## src/sv/hcr_pkg.sv

```systemverilog
// ----------------------------------------------------------------------------
// hcr_pkg
// Types and constants of the three-stop height to color ramp.
// ----------------------------------------------------------------------------
package hcr_pkg;

	// height sample and register widths
	localparam int HEIGHT_W = 32;
	localparam int COLOR_W  = 8;
	localparam int RGB_W    = 3 * COLOR_W;
	localparam int INDEX_W  = 3;

	// interpolation datapath widths
	localparam int QUOT_W = COLOR_W;
	localparam int PROD_W = HEIGHT_W + COLOR_W;
	localparam int NUM_W  = PROD_W + 2;
	localparam int DEN_W  = HEIGHT_W + 1;

	// select, setup, multiply, numerator, one stage per quotient bit, final add
	localparam int NUM_STAGES = 5 + QUOT_W;

	// reset colors: red 7:0, green 15:8, blue 23:16
	localparam logic [RGB_W-1:0] LOW_COLOR_RST  = 24'h6FA55F;
	localparam logic [RGB_W-1:0] MID_COLOR_RST  = 24'hBEF0FA;
	localparam logic [RGB_W-1:0] HIGH_COLOR_RST = 24'h81B6FE;

	// configuration register indexes
	typedef enum logic [INDEX_W-1:0] {
		REG_LOW_HEIGHT  = 3'd0,
		REG_MID_HEIGHT  = 3'd1,
		REG_HIGH_HEIGHT = 3'd2,
		REG_LOW_COLOR   = 3'd3,
		REG_MID_COLOR   = 3'd4,
		REG_HIGH_COLOR  = 3'd5
	} cfg_reg_t;

	// region a height falls in
	typedef enum logic [1:0] {
		REGION_BELOW = 2'd0,
		REGION_LOWER = 2'd1,
		REGION_UPPER = 2'd2,
		REGION_ABOVE = 2'd3
	} region_t;

endpackage

```

## src/sv/hcr_select.sv

```systemverilog
// ----------------------------------------------------------------------------
// hcr_select
// First stage: classifies a height against the three stops and forms the
// offset into and the span of the ramp it falls on.
// ----------------------------------------------------------------------------
module hcr_select (
	input  logic                                clk,
	input  logic                                en,
	input  logic signed [hcr_pkg::HEIGHT_W-1:0] height,
	input  logic signed [hcr_pkg::HEIGHT_W-1:0] low_height,
	input  logic signed [hcr_pkg::HEIGHT_W-1:0] mid_height,
	input  logic signed [hcr_pkg::HEIGHT_W-1:0] high_height,
	output hcr_pkg::region_t                    region_s1,
	output logic        [hcr_pkg::HEIGHT_W-1:0] off_s1,
	output logic        [hcr_pkg::HEIGHT_W-1:0] span_s1
);

	localparam int H = hcr_pkg::HEIGHT_W;

	logic [H-1:0] h_key, lo_key, mi_key, hi_key;
	hcr_pkg::region_t region_d;
	logic [H-1:0] off_d, span_d;

	// offset-binary keys compare in signed order
	assign h_key  = {~height[H-1], height[H-2:0]};
	assign lo_key = {~low_height[H-1], low_height[H-2:0]};
	assign mi_key = {~mid_height[H-1], mid_height[H-2:0]};
	assign hi_key = {~high_height[H-1], high_height[H-2:0]};

	// region tests in fixed priority, then offset and span of the ramp
	always_comb begin
		off_d  = '0;
		span_d = '0;
		if (h_key < lo_key) begin
			region_d = hcr_pkg::REGION_BELOW;
		end else if (h_key > hi_key) begin
			region_d = hcr_pkg::REGION_ABOVE;
		end else if (h_key < mi_key) begin
			region_d = hcr_pkg::REGION_LOWER;
			off_d    = $unsigned(height - low_height);
			span_d   = $unsigned(mid_height - low_height);
		end else begin
			region_d = hcr_pkg::REGION_UPPER;
			off_d    = $unsigned(height - mid_height);
			span_d   = $unsigned(high_height - mid_height);
		end
	end

	always_ff @(posedge clk) begin
		if (en) begin
			region_s1 <= region_d;
			off_s1    <= off_d;
			span_s1   <= span_d;
		end
	end

endmodule

```

## config.mk

```make
export PLATFORM = sky130hd
export DESIGN_NAME = hcr_select
export DESIGN_NICKNAME = d
export VERILOG_FILES = /design/src/sv/hcr_pkg.sv /design/src/sv/hcr_select.sv
export SDC_FILE = /design/constraint.sdc
export NUM_CORES = 1
export LEC_CHECK = 0
export ABC_AREA = 1
export ABC_CLOCK_PERIOD_IN_PS = 4300
export BUFFER_PORTS_ARGS = -buffer_cell sky130_fd_sc_hd__clkbuf_2
export CAP_MARGIN = 20
export CORE_ASPECT_RATIO = 0.6
export CORE_MARGIN = 3
export CORE_UTILIZATION = 30
export CTS_CLUSTER_SIZE = 14
export DETAILED_ROUTE_END_ITERATION = 16
export PLACE_DENSITY_LB_ADDON = 0.08
export SETUP_SLACK_MARGIN = 0.2
export SLEW_MARGIN = 20
export SYNTH_ARGS = -nofsm -noshare
export SYNTH_HDL_FRONTEND = slang
export SYNTH_SLANG_ARGS = --single-unit
```

## constraint.sdc

```tcl
create_clock -name clk -period 4.3 [get_ports clk]
set_input_delay 0.215 -clock clk [delete_from_list [all_inputs] [get_ports clk]]
set_output_delay 0.215 -clock clk [all_outputs]
set_load 0.02 [all_outputs]
```

After elaboration in Yosys (flattened, before gate mapping)
Cells that the tools add are included.
{"block": "totals", "regBits": 66, "inputBits": 130}
{"block": "classes", "add_sub_neg": 4, "magnitude_cmp": 3, "muxes": 4, "bitwise": 4, "n_reduce_logical": 1}
{"cell": "$sub 32x32->32", "count": 4}
{"cell": "$lt 32x32->1", "count": 2}
{"cell": "$mux 32", "count": 2}
{"cell": "$gt 32x32->1", "count": 1}
{"cell": "$mux 2", "count": 2}
{"cell": "$not 1->1", "count": 4}
{"cell": "$reduce_or 2->1", "count": 1}

Longest topological paths before layout
{"block": "depth", "ltp_word": 4, "depth_mapped": 31, "ltp_nobuf": 29}

Least setup slack after synthesis
No wires, ideal clock.
{"block": "synth_timing", "path_type": "input to register", "startpoint": "input height[31] (netlist bit)", "endpoint": "register off_s1[24] (netlist bit) (data pin)", "setup_ns": 0.256, "arrival_time_ns": 3.181, "slack_ns": 0.862, "stages": 27, "cell_sequence": "inv_1 ha_1 nand2_2 nor4_4 inv_2 nor2_2 nand2_2 nand2_4 buf_6 buf_4 nand2_1 o21ai_0 ha_1 inv_1 fa_1 nand3_1 nand3_1 nand3_1 nand3_1 nand2_1 o211ai_2 nand2_1 nand2_1 nand2_1 nand2_1 nand2_1 a21oi_1"}
{"block": "synth_via", "elab_chain_cells": 3, "elab_cells_between_ends": 6, "cone_classes": "order compare (3); mux (1); bitwise (1); reduce/logical (1)"}
{"element": "start, declared", "line": "hcr_select.sv:9", "rtl": "input logic signed [hcr_pkg::HEIGHT_W-1:0] height,"}
{"element": "$not 1->1 *", "line": "hcr_select.sv:25", "rtl": "assign h_key = {~height[H-1], height[H-2:0]};"}
{"element": "$lt 32x32->1 (tied with other cells)", "line": "hcr_select.sv:38", "rtl": "end else if (h_key < mi_key) begin"}
{"element": "$mux 32 / $reduce_or 2->1 (equally long branches)"}
{"element": "end signal, assigned", "line": "hcr_select.sv:52", "rtl": "off_s1 <= off_d;"}
{"element": "end, declared", "line": "hcr_select.sv:14", "rtl": "output logic [hcr_pkg::HEIGHT_W-1:0] off_s1,"}
Every way passes the cells marked *; elsewhere a longest branch is shown, timed or not.
A chain may end at the register's enable or synchronous reset.

Final worst setup path
{"block": "layout_timing", "startpoint": "input height[31] (netlist bit)", "endpoint": "register off_s1[26] (netlist bit) (data pin)"}
Same word-level chain as after synthesis.

==> results.py <==
metrics = {
    "place": {
        "io_buffers": 195,
        "place_inst": 2235,
        "dpl.hpwl_um": 39470,
        "gp_congestion": 0.9482,
        "pre_cts_slack_ns": 0.3381,
    },
    "clocking": {
        "path_clk_slew_ns": 0.06,
        "cts_buffer_depth": 2,
        "postCtsSetupBuffers": 0,
        "cts_sinks": 66,
        "cts_hold_buf": 0,
        "cts_tree": "done",
        "cts_buffers": 9,
        "clockRootBuffer": "clkbuf_16",
        "postCtsResizedCells": 0,
        "cts.htree.levels": 3,
    },
    "synthesis": {
        "syn_area_per_cell_sq_um": 6.861,
        "synth.ff_latch_count": 66,
        "ys_warn_count": 0,
        "syn-num-nets": 1895,
        "synth_async_sr_flop_share_pct": 0,
        "netlist_area_sq_um": 10810,
        "synth_area_leaders": "ha_1 (22%), edfxtp_1 (18%), nand2_1 (11%), a21oi_1 (9.1%), inv_1 (7.6%)",
        "yosysUniqueCellTypes": 47,
        "yosysTopAreaCell": "ha_1",
        "yosysMostFrequentCell": "nand2_1",
        "ys_seq_area_share_pct": 18.34,
        "syn_inst": 1575,
        "synth_top_area_share_pct": 21.65,
        "synthFlopType": "edfxtp_1",
        "yosys-top-cells-count": "nand2_1 (326), inv_1 (219), a21oi_1 (196)",
        "synth-edff-count": 66,
    },
    "floorplan": {
        "num_rows": 53,
        "initial_core_util_pct": 30.63,
        "fp.dieArea_sq_um": 38410,
        "die_w_um": 251.0,
        "core-area_sq_um": 35280,
        "ios": 196,
        "dieHeight_um": 153.0,
    },
    "power": {
        "seqPwrFrac_pct": 23.6,
        "p_sw_mw": 1.631,
        "clkPwrFrac_pct": 22.0,
        "ir_worst_vdd_v": 0.0002315,
        "switching_share_pct": 46.33,
        "p_per_area_nw_per_um2": 278.7,
        "p_comb_share_pct": 54.4,
        "power.leakage_nw": 6.238,
        "p_int_mw": 1.890,
    },
    "global_routing": {
        "grt_max_degree": 46,
        "grt_use_met3_pct": 3.129,
        "met2_usage_pct": 32.71,
        "gr-total-overflow": 0,
        "first_global_vias": 10990,
        "globalRoute.busiestLayer": "met1",
        "grt_pass1_wl_um": 67030,
        "grt_antenna_before_repair": 0,
        "track_usage_pct": 23.43,
        "use_met1_pct": 37.93,
    },
    "hold_path": {
        "hold_depth": 4,
        "whs_endpoint": "off_s1[0]",
        "worstHoldStart": "height[0]",
        "holdCritPathClass": "in2reg",
    },
    "timing": {
        "final.min_clock_period_ns": 3.584,
        "worst_pin_slew_ns": 0.6358,
        "finalHoldViolCount": 0,
        "slew_violations": 0,
        "clock.fmax_mhz": 279.0,
        "fin_tns_setup_ns": 0,
        "rsz0062_at_grt": "no",
        "finalHoldWorstSlack_ns": 0.3516,
        "finalSetupViolCount": 0,
        "timing.final.crit_share_pct": 83.36,
        "maxSlewHeadroom_pct": 57.55,
        "setup_ws_ns": 0.7157,
    },
    "cells_and_area": {
        "multi_input_area_sq_um": 7828,
        "fillCellCount": 3957,
        "diodes": 0,
        "layout.nets": 2099,
        "seq_area_sq_um": 1982,
        "drive_above_1_share_pct": 15.54,
        "syn_to_final_growth_pct": 16.90,
        "finalNonFillerCells": 2250,
    },
    "critical_path": {
        "cp-end-kind": "flop",
        "cp.required_ns": 4.53,
        "worstSetupStartpointType": "primary input",
        "slowest_stage": "fa_1",
        "path_cells": "clkbuf_2 -> inv_1 -> ha_1 -> nand2_2 -> nor4_4 -> inv_2 -> nor2_2 -> nand2_2 -> nand2_4 -> nand2_1 -> o21ai_0 -> ha_1 -> inv_1 -> fa_1 -> nand3_1 -> nand3_1 -> a21oi_2 -> o21ai_2 -> a21oi_2 -> o21ai_0 -> or2_1 -> a21oi_1",
        "critPathKind": "in2reg",
        "max_stage_delay_ns": 0.42,
        "cp_data_arrival_time_ns": 3.81,
        "path_max_fanout": 32,
    },
    "detailed_routing": {
        "drtIter0Drc": 854,
        "firstDrtPassIters": 5,
        "routed_wl_um": 45620,
        "routedWlPerCell_um": 20.27,
        "vias": 11480,
        "ant_nets": 0,
        "drc": 0,
        "viasPerCell": 5.104,
    },
    "run": {
        "cap_viol_max_count": 0,
    },
    "outcome": {
        "status": "completed",
    },
}
[metrics by stage]
step / util (%) / power, mW / instance area [sq um]
after global placement: 35.03 / 2.741 / 12360
after CTS: 35.81 / 3.532 / 12630
after detailed placement: 35.03 / 2.737 / 12360
after global routing: 35.81 / 3.802 / 12630
final: 35.81 / 3.521 / 12630
after floorplan: - / 2.115 / 10810
[cell families (layout without fill, tap and decap cells)]
logic type	Yosys count	in the layout	synth area share [%]
DFF	66	66	18.34
xor gates and xnor gates	57	57	4.689
AOI/OAI and AO/OA	414	414	21.82
and+or+nand+nor	607	607	23.71
adders and majority gates	190	190	22.21
buffers and inverters	241	449	9.228
[state kept, by name, summed over array words and instances (netlist names)]
name,flops
span_s1,32
off_s1,32
region_s1,2
[worst max path at each step]
stage                     depth (start not counted)  slack, ns    endpoint            from
final                                            22       0.72  off_s1[26]      height[31]
after global routing                             24       0.37  off_s1[29]   mid_height[5]
after CTS                                        22       0.73  off_s1[26]      height[31]
after detailed placement                         26       0.34  off_s1[24]      height[31]
after global placement                           19       0.36  off_s1[27]  mid_height[29]
after floorplan                                  27       0.86  off_s1[24]      height[31]
[area by class of cell]
class                   instances  share of cell area, %
flip-flops and latches         66                  15.69
clock inverters                 5                 0.3664
clock buffers                  10                  1.812
repair buffers                212                  8.953
multi-input cells            1268                  61.96
well taps                     467                  4.625
inverters                     222                  6.596
[cell usage in the layout, fill, tap and decap left out, types with 3 or more instances in the layout]
cell type / instances
nand2_1: 326
inv_1: 219
a21oi_1: 196
clkbuf_2: 194
ha_1: 187
nor2_1: 145
o21ai_0: 115
edfxtp_1: 66
nand3_1: 60
xor2_1: 37
nor3_1: 21
a21oi_2: 19
xnor2_1: 19
nand4_1: 18
a21o_1: 16
buf_4: 16
o21a_1: 13
a31oi_1: 9
clkbuf_16: 9
o21bai_1: 8
o21ai_2: 7
or2_2: 7
or2_1: 7
o21ai_1: 6
o211ai_1: 6
o221ai_1: 5
nand3b_1: 5
nand2_2: 4
nor2_2: 4
a211oi_1: 4
inv_2: 3
or2_0: 3
o2111ai_1: 3
fa_1: 3
clkinv_1: 3
[worst max-delay path: cells and delay by family]
kind | cells | cell delay, ns
AO/OA/AOI/OAI | 6 | 0.90
buffers and inverters | 4 | 0.32
adder cells (fa/ha/maj) | 3 | 0.92
AND/OR/NAND/NOR | 9 | 1.46
[per-layer routing]
| layer | vias up | routed length [um] |
|---|---|---|
| li1 | 5777 | - |
| met1 | 5381 | 24610 |
| met2 | 304 | 17960 |
| met3 | 22 | 2642 |
| met4 | 0 | 408 |
| met5 | - | 0 |
[power by group through the flow]
stage	sequential, mW	clock (mW)	combinational, mW
floorplan	0.945	0	1.17
global placement	0.845	0	1.90
detailed placement	0.845	0	1.89
CTS	0.834	0.794	1.90
global route	0.841	0.823	2.14
finish	0.832	0.775	1.91
Power figures use the tool's default switching activity.
