===== config.mk =====
export PLATFORM = sky130hd
export DESIGN_NAME = hcr_chan
export DESIGN_NICKNAME = d
export VERILOG_FILES = /design/src/sv/hcr_pkg.sv /design/src/sv/hcr_chan.sv
export SDC_FILE = /design/constraint.sdc
export NUM_CORES = 2
export LEC_CHECK = 0
export ABC_AREA = 1
export BUFFER_PORTS_ARGS = -buffer_cell sky130_fd_sc_hd__buf_4
export CORE_MARGIN = 4
export CORE_UTILIZATION = 50
export DETAILED_ROUTE_END_ITERATION = 12
export PLACE_DENSITY = 0.66
export SKIP_CTS_REPAIR_TIMING = 1
export SYNTH_ARGS = -nofsm -noshare
export SYNTH_HDL_FRONTEND = slang
export SYNTH_SLANG_ARGS = --single-unit

===== constraint.sdc =====
create_clock -name clk -period 5.8 [get_ports clk]
set_input_delay 0.87 -clock clk [delete_from_list [all_inputs] [get_ports clk]]
set_output_delay 0.87 -clock clk [all_outputs]
set_load 0.005 [all_outputs]

===== src/sv/hcr_pkg.sv =====
// ----------------------------------------------------------------------------
// hcr_pkg
// Types and constants of the three-stop height to color ramp.
// ----------------------------------------------------------------------------
package hcr_pkg;

	// height sample and register widths
	localparam int HEIGHT_W = 32;
	localparam int COLOR_W  = 8;
	localparam int RGB_W    = 3 * COLOR_W;
	localparam int INDEX_W  = 3;

	// interpolation datapath widths
	localparam int QUOT_W = COLOR_W;
	localparam int PROD_W = HEIGHT_W + COLOR_W;
	localparam int NUM_W  = PROD_W + 2;
	localparam int DEN_W  = HEIGHT_W + 1;

	// select, setup, multiply, numerator, one stage per quotient bit, final add
	localparam int NUM_STAGES = 5 + QUOT_W;

	// reset colors: red 7:0, green 15:8, blue 23:16
	localparam logic [RGB_W-1:0] LOW_COLOR_RST  = 24'h6FA55F;
	localparam logic [RGB_W-1:0] MID_COLOR_RST  = 24'hBEF0FA;
	localparam logic [RGB_W-1:0] HIGH_COLOR_RST = 24'h81B6FE;

	// configuration register indexes
	typedef enum logic [INDEX_W-1:0] {
		REG_LOW_HEIGHT  = 3'd0,
		REG_MID_HEIGHT  = 3'd1,
		REG_HIGH_HEIGHT = 3'd2,
		REG_LOW_COLOR   = 3'd3,
		REG_MID_COLOR   = 3'd4,
		REG_HIGH_COLOR  = 3'd5
	} cfg_reg_t;

	// region a height falls in
	typedef enum logic [1:0] {
		REGION_BELOW = 2'd0,
		REGION_LOWER = 2'd1,
		REGION_UPPER = 2'd2,
		REGION_ABOVE = 2'd3
	} region_t;

endpackage


===== src/sv/hcr_chan.sv =====
// ----------------------------------------------------------------------------
// hcr_chan
// One color channel: start/end selection, scale multiply, and a pipelined
// restoring divider giving floor((2*m*o + s) / (2*s)), one quotient bit a stage.
// ----------------------------------------------------------------------------
module hcr_chan (
	input  logic                                 clk,
	input  logic [hcr_pkg::NUM_STAGES:2]         en,
	input  hcr_pkg::region_t                     region_s1,
	input  logic [hcr_pkg::HEIGHT_W-1:0]         off_s1,
	input  logic [hcr_pkg::HEIGHT_W-1:0]         span_s1,
	input  logic [hcr_pkg::COLOR_W-1:0]          lo_c,
	input  logic [hcr_pkg::COLOR_W-1:0]          mi_c,
	input  logic [hcr_pkg::COLOR_W-1:0]          hi_c,
	output logic [hcr_pkg::COLOR_W-1:0]          val_s13
);

	localparam int H  = hcr_pkg::HEIGHT_W;
	localparam int C  = hcr_pkg::COLOR_W;
	localparam int QW = hcr_pkg::QUOT_W;
	localparam int PW = hcr_pkg::PROD_W;
	localparam int NW = hcr_pkg::NUM_W;
	localparam int DW = hcr_pkg::DEN_W;
	localparam int NS = hcr_pkg::NUM_STAGES;

	logic [C-1:0] c0, c1, base_d, mag_d;
	logic [H-1:0] off_d, span_d;

	logic [C-1:0]  base_s2, mag_s2;
	logic [H-1:0]  off_s2, span_s2;
	logic [PW-1:0] prod_s3;
	logic [C-1:0]  base_s3;
	logic [H-1:0]  span_s3;

	// divider pipe: element j is the state entering quotient step j
	logic [NW-1:0] rem_s  [QW];
	logic [DW-1:0] den_s  [QW];
	logic [QW-1:0] quot_s [QW+1];
	logic [C-1:0]  base_s [QW+1];

	logic [C:0] sum;

	// ramp endpoints
	always_comb begin
		case (region_s1)
			hcr_pkg::REGION_LOWER: begin
				c0 = lo_c;
				c1 = mi_c;
			end
			default: begin
				c0 = mi_c;
				c1 = hi_c;
			end
		endcase
	end

	// setup: flat colors become m = 0 over a unit span, so the quotient is zero
	always_comb begin
		base_d = c0;
		mag_d  = '0;
		off_d  = '0;
		span_d = H'(1);
		if (region_s1 == hcr_pkg::REGION_BELOW) begin
			base_d = lo_c;
		end else if (region_s1 == hcr_pkg::REGION_ABOVE) begin
			base_d = hi_c;
		end else if (span_s1 != '0) begin
			span_d = span_s1;
			if (c1 >= c0) begin
				base_d = c0;
				mag_d  = c1 - c0;
				off_d  = off_s1;
			end else begin
				base_d = c1;
				mag_d  = c0 - c1;
				off_d  = span_s1 - off_s1;
			end
		end
	end

	always_ff @(posedge clk) begin
		if (en[2]) begin
			base_s2 <= base_d;
			mag_s2  <= mag_d;
			off_s2  <= off_d;
			span_s2 <= span_d;
		end
	end

	// scale multiply
	always_ff @(posedge clk) begin
		if (en[3]) begin
			prod_s3 <= PW'(mag_s2) * PW'(off_s2);
			base_s3 <= base_s2;
			span_s3 <= span_s2;
		end
	end

	// numerator 2*m*o + s and divisor 2*s
	always_ff @(posedge clk) begin
		if (en[4]) begin
			rem_s[0]  <= {1'b0, prod_s3, 1'b0} + NW'(span_s3);
			den_s[0]  <= {span_s3, 1'b0};
			quot_s[0] <= '0;
			base_s[0] <= base_s3;
		end
	end

	// restoring division, most significant quotient bit first
	for (genvar j = 0; j < QW; j++) begin : g_div
		localparam int SH = QW - 1 - j;
		logic [NW-1:0] trial;
		logic          take;

		assign trial = NW'(den_s[j]) << SH;
		assign take  = rem_s[j] >= trial;

		always_ff @(posedge clk) begin
			if (en[5 + j]) begin
				quot_s[j+1] <= {quot_s[j][QW-2:0], take};
				base_s[j+1] <= base_s[j];
			end
		end

		if (j < QW - 1) begin : g_carry
			always_ff @(posedge clk) begin
				if (en[5 + j]) begin
					rem_s[j+1] <= take ? rem_s[j] - trial : rem_s[j];
					den_s[j+1] <= den_s[j];
				end
			end
		end
	end

	// final add with saturation
	assign sum = {1'b0, base_s[QW]} + {1'b0, quot_s[QW]};

	always_ff @(posedge clk) begin
		if (en[NS]) begin
			val_s13 <= sum[C] ? {C{1'b1}} : sum[C-1:0];
		end
	end

endmodule


### Word-level counts from Yosys, hierarchy flattened

Memories as Yosys holds them, arrays and structs flattened.
Index checks and enable logic that the tools add are counted.
Widths: inputs -> output; s select.

* input bits: 103
* output and inout bits: 8
* memories: 4
* RAM bits: 744
* bits in registers: 168
* logic and storage cells: 73

Memories
* rem_s: depth 8, bits a word 42, read ports 8, clocked after Yosys merged registers in 0, wr ports 8, RTL line hcr_chan.sv:36 `logic [NW-1:0] rem_s [QW];`
* den_s: depth 8, bits a word 33, read ports 8, clocked after Yosys merged registers in 0, wr ports 8, RTL line hcr_chan.sv:37 `logic [DW-1:0] den_s [QW];`
* base_s: depth 9, bits a word 8, read ports 9, clocked after Yosys merged registers in 0, wr ports 9, RTL line hcr_chan.sv:39 `logic [C-1:0] base_s [QW+1];`
* quot_s: depth 9, bits a word 8, read ports 9, clocked after Yosys merged registers in 0, wr ports 9, RTL line hcr_chan.sv:38 `logic [QW-1:0] quot_s [QW+1];`

* bitwise gates (word level): 1
* $mul: 1
* $add $sub $neg: 12
* equality and inequality tests: 2
* magnitude comparators: 9
* reduce and logical (&&, ||, !) cells: 3
* muxes and demuxes: 33

Operator list (count)
* $mux 42: 7
* $mux 8: 7
* $add 41x32->42: 1
* $ge 42x33->1: 1
* $ge 42x34->1: 1
* $ge 42x35->1: 1
* $ge 42x36->1: 1
* $ge 42x37->1: 1
* $ge 42x38->1: 1
* $ge 42x39->1: 1
* $ge 42x40->1: 1
* $sub 42x34->42: 1
* $sub 42x35->42: 1
* $sub 42x36->42: 1
* $sub 42x37->42: 1
* $sub 42x38->42: 1
* $sub 42x39->42: 1
* $sub 42x40->42: 1
* $mul 8x32->40: 1
* $mux 32: 1
* $reduce_bool 32->1: 1
* $sub 32x32->32: 1
* $mux 1: 18
* $sub 8x8->8: 2
* 7 further kinds: 7

### Longest topological paths before layout

* depth after elaboration: 7
* mapped depth: 22

### Worst setup path after synthesis

OpenSTA, ideal clock, no wires.

* path type: register to register
* start point: register mag_s2[7]
* end point: register prod_s3[32], data pin
* setup slack: 1.319 ns
* cell stages (with the launch flop): 18
* path buffers: 1
* library setup time: 0.252 ns
* data required time: 5.548 ns
* arrival time: 4.229 ns
* cell sequence: edfxtp_1 -> clkbuf_1 -> nand2_1 -> fa_1 -> fa_1 -> inv_1 -> fa_1 -> inv_1 -> fa_1 -> inv_1 -> ha_1 -> nand2_1 -> o21ai_0 -> nor2_1 -> o21ai_0 -> nand3b_1 -> nand3_1 -> nand2_1

* cells in the longest elaborated chain, start to end: 1

Ends and longest elaborated chain
* start, declared: RTL line hcr_chan.sv:29 `logic [C-1:0] base_s2, mag_s2;`
* start signal, assigned: RTL line hcr_chan.sv:84 `mag_s2 <= mag_d;`
* $mul 8x32->40: RTL line hcr_chan.sv:93 `prod_s3 <= PW'(mag_s2) * PW'(off_s2);`
* end signal, assigned: RTL line hcr_chan.sv:93
* end, declared: RTL line hcr_chan.sv:31 `logic [PW-1:0] prod_s3;`

Every way passes these cells.
A chain may end at the register's enable or synchronous reset.

### Final worst setup path

* start point: register mag_s2[4]
* end point: register prod_s3[32], data pin

The elaborated chain is that of the path after synthesis.

==> results.toml <==
[die]
die_area_um2 = 138000
floorplan.core_area_um2 = 131000
initial_utilization = 0.504
die_height_um = 372
die_x_um = 372
io_pins = 111
rows = 133

[sta]
slew_violations = 0
timing.final.crit_period_ps = 5210
tns_ps = 0
finalSetupViolations = 0
hold_viol = 0
final.setup_skew_ps = 56.1
worst_pin_slew_ps = 1170
rsz0062_at_grt = "no"
fin_crit_sh = 0.899
slew_headroom = 0.223
worst_slack_ps = 588
fmax_mhz = 192

[synth]
synth_cell_type_count = 52
synth_top_family_by_area = "simple AND/OR/NAND/NOR gates"
synth_compound_area_frac = 0.0592
synthAdderAreaFrac = 0.134
syn_area_um2 = 66200
yosys.area.top_type = "edfxtp_1"
muxShareOfSynthArea = 0.000151
synth-simple-area-share = 0.271
async_flop_share = 0
ys_ff_latch = 860
syn_inst = 8779
synth_enable_flop_cells = 860
avgSynthCellArea_um2 = 7.54
yosysSeqAreaShare = 0.390
synth_xor_area_frac = 0.0257
synth_ff_type = "edfxtp_1"
syn_nets = 9474
synth_top_area_frac = 0.390
synth.area.top_cells = "edfxtp_1 (39%), nand2_1 (17%), inv_1 (11%)"
yosysWarnings = 0

[worst_hold_path]
min_path_type = "reg2reg"
holdCritStartpoint = "base_s[1][31]"

[status]
status = "finished, final reports clean"

[placement]
gp_congestion = 0.983
post-place-cells = 10541
portBuffers = 110
post-place-ws_ps = 640
place_hpwl_mm = 167

[route]
firstDrtPassIters = 6
met3_length_mm = 10.8
met2_wirelength_mm = 94.2
postRouteAntennaNets = 0
wl_mm = 202
highest_layer = "met5"
vias = 55200
wl_met1_mm = 88.9
drt-initial-drc-count = 4534
post_drt_wl_per_cell_um = 18.9
vias_per_cell = 5.15
drc = 0

[clock_network]
cts_sinks = 860
numCtsBuffers = 95
htreeDepth = 3
clock_path_buffers = 3
cts_tree = "yes"
clkLatencyLatePin_ps = 730
root_buffer = "clkbuf_16"
clk_pin_slew_ps = 70

[global_route]
grt_max_degree = 78
grt_pass1_wl_mm = 310
grt_usage = 0.293
grt-ovfl-total = 0
first_global_vias = 52883
antenna_found_initial = 5

[worst_setup_path]
crit_start = "mag_s2[4]"
critical_path.slowest_cell = "edfxtp_1"
critPathBufInv = 4
critPathCaptureType = "register"
cp_common_cell = "fa_1"
worstPathArrival_ps = 5680
start_kind = "register"
crit_type = "reg2reg"
path_max_fanout = 14
reg2reg_from = "mag_s2[4]"
critPathMaxStageDelay_ps = 770
cp.required_ps = 6270
crit_family = "adder cells"
worstPathCellList = "buf_4 -> nand2_1 -> fa_1 -> fa_1 -> inv_1 -> fa_1 -> inv_1 -> fa_1 -> inv_1 -> ha_1 -> nand2_1 -> o21ai_0 -> nor2_1 -> o21ai_0 -> nand3b_1 -> nand3_1 -> nand2_1"

[pwr]
p_total_mw = 43.8
leakage_nw = 36.9
p_per_area_nw_per_um2 = 610
irDropWorstVdd_v = 0.000591

[run]
drv_cap = 0

[cells_and_area]
layout-drive-gt1-share = 0.0509
final.fill_count = 12645
nNetsFinal = 9578
final_common_cell = "nand2_1"
final_cell_mix = "nand2_1 (3043), inv_1 (1888), edfxtp_1 (860)"
final_util = 0.546
area_growth_pct = 8.33
fin_cells = 10721
## final cells by class
type                            count  area, µm²  area share
Multi-Input combinational cell   5890      32400       0.452
Sequential cell                   860      25800       0.360
Inverter                         1902       7150      0.0997
Clock buffer                      109       2430      0.0339
Tap cell                         1755       2200      0.0306
Timing Repair Buffer              134       1010      0.0140
Clock inverter                     68        689     0.00961
Antenna cell                        3       7.51    0.000105
## synth_stat cells (19+ instances only)
| cell | number |
|---|---|
| o21ai_0 | 156 |
| a21oi_1 | 379 |
| nor2_2 | 30 |
| edfxtp_1 | 860 |
| o21ai_1 | 27 |
| inv_1 | 1888 |
| o21ai_2 | 44 |
| buf_2 | 19 |
| buf_6 | 28 |
| xor2_1 | 113 |
| o21bai_1 | 33 |
| ha_1 | 400 |
| nor2_1 | 632 |
| fa_1 | 192 |
| nand2_2 | 36 |
| clkbuf_1 | 41 |
| nor3_1 | 77 |
| nand3b_1 | 53 |
| nand3_2 | 19 |
| nand2_1 | 3043 |
| nand4_1 | 76 |
| xnor2_1 | 81 |
| nand3_1 | 385 |
| clkbuf_2 | 22 |
## power breakdown
group | switching (mW) | total (mW) | internal [mW]
Combinational | 17.8 | 26.7 | 8.98
Clock | 2.67 | 6.01 | 3.34
Sequential | 1.40 | 11.0 | 9.64
## flip-flops by register name (all words and copies together) (netlist names), 32 cells and up
signal,flops
rem_s,336
den_s,248
base_s,72
prod_s3,40
quot_s,36
off_s2,32
span_s2,32
span_s3,32
## worst paths after layout
path / end / slack, ps / cells after the start
min reg2reg: base_s[2][7] / 410 / 0
max: prod_s3[32] / 590 / 17
min: base_s[2][7] / 410 / 0
max reg2reg: prod_s3[32] / 590 / 17
## worst reg2reg max path, stage by stage, from the launching register on
cell	delay [ps]
edfxtp_1	770
buf_4	270
nand2_1	80
fa_1	510
fa_1	500
inv_1	60
fa_1	550
inv_1	60
fa_1	530
inv_1	40
ha_1	330
nand2_1	110
o21ai_0	250
nor2_1	120
o21ai_0	430
nand3b_1	170
nand3_1	100
nand2_1	60
## per-layer routing
metal	track usage	vias to the layer above
li1	-	27547
met1	0.396	25738
met2	0.487	1579
met3	0.0294	332
met4	0.116	4
met5	0	-
## through the flow
stage | cell area [µm²] | hold slack, ps
after floorplan | 66200 | 400
after global placement | 68600 | 400
after detailed placement | 68600 | 405
after CTS | 71700 | 341
after global routing | 71800 | 370
final | 71800 | 410
## cells by family after synthesis
family | count (synthesis)
multiplexers | 1
flip-flops | 860
adder cells (fa/ha/maj) | 592
buffers and inverters | 2029
AND/OR/NAND/NOR | 4402
XOR/XNOR | 194
AO/OA/AOI/OAI | 701
Power figures use the tool's default switching activity.
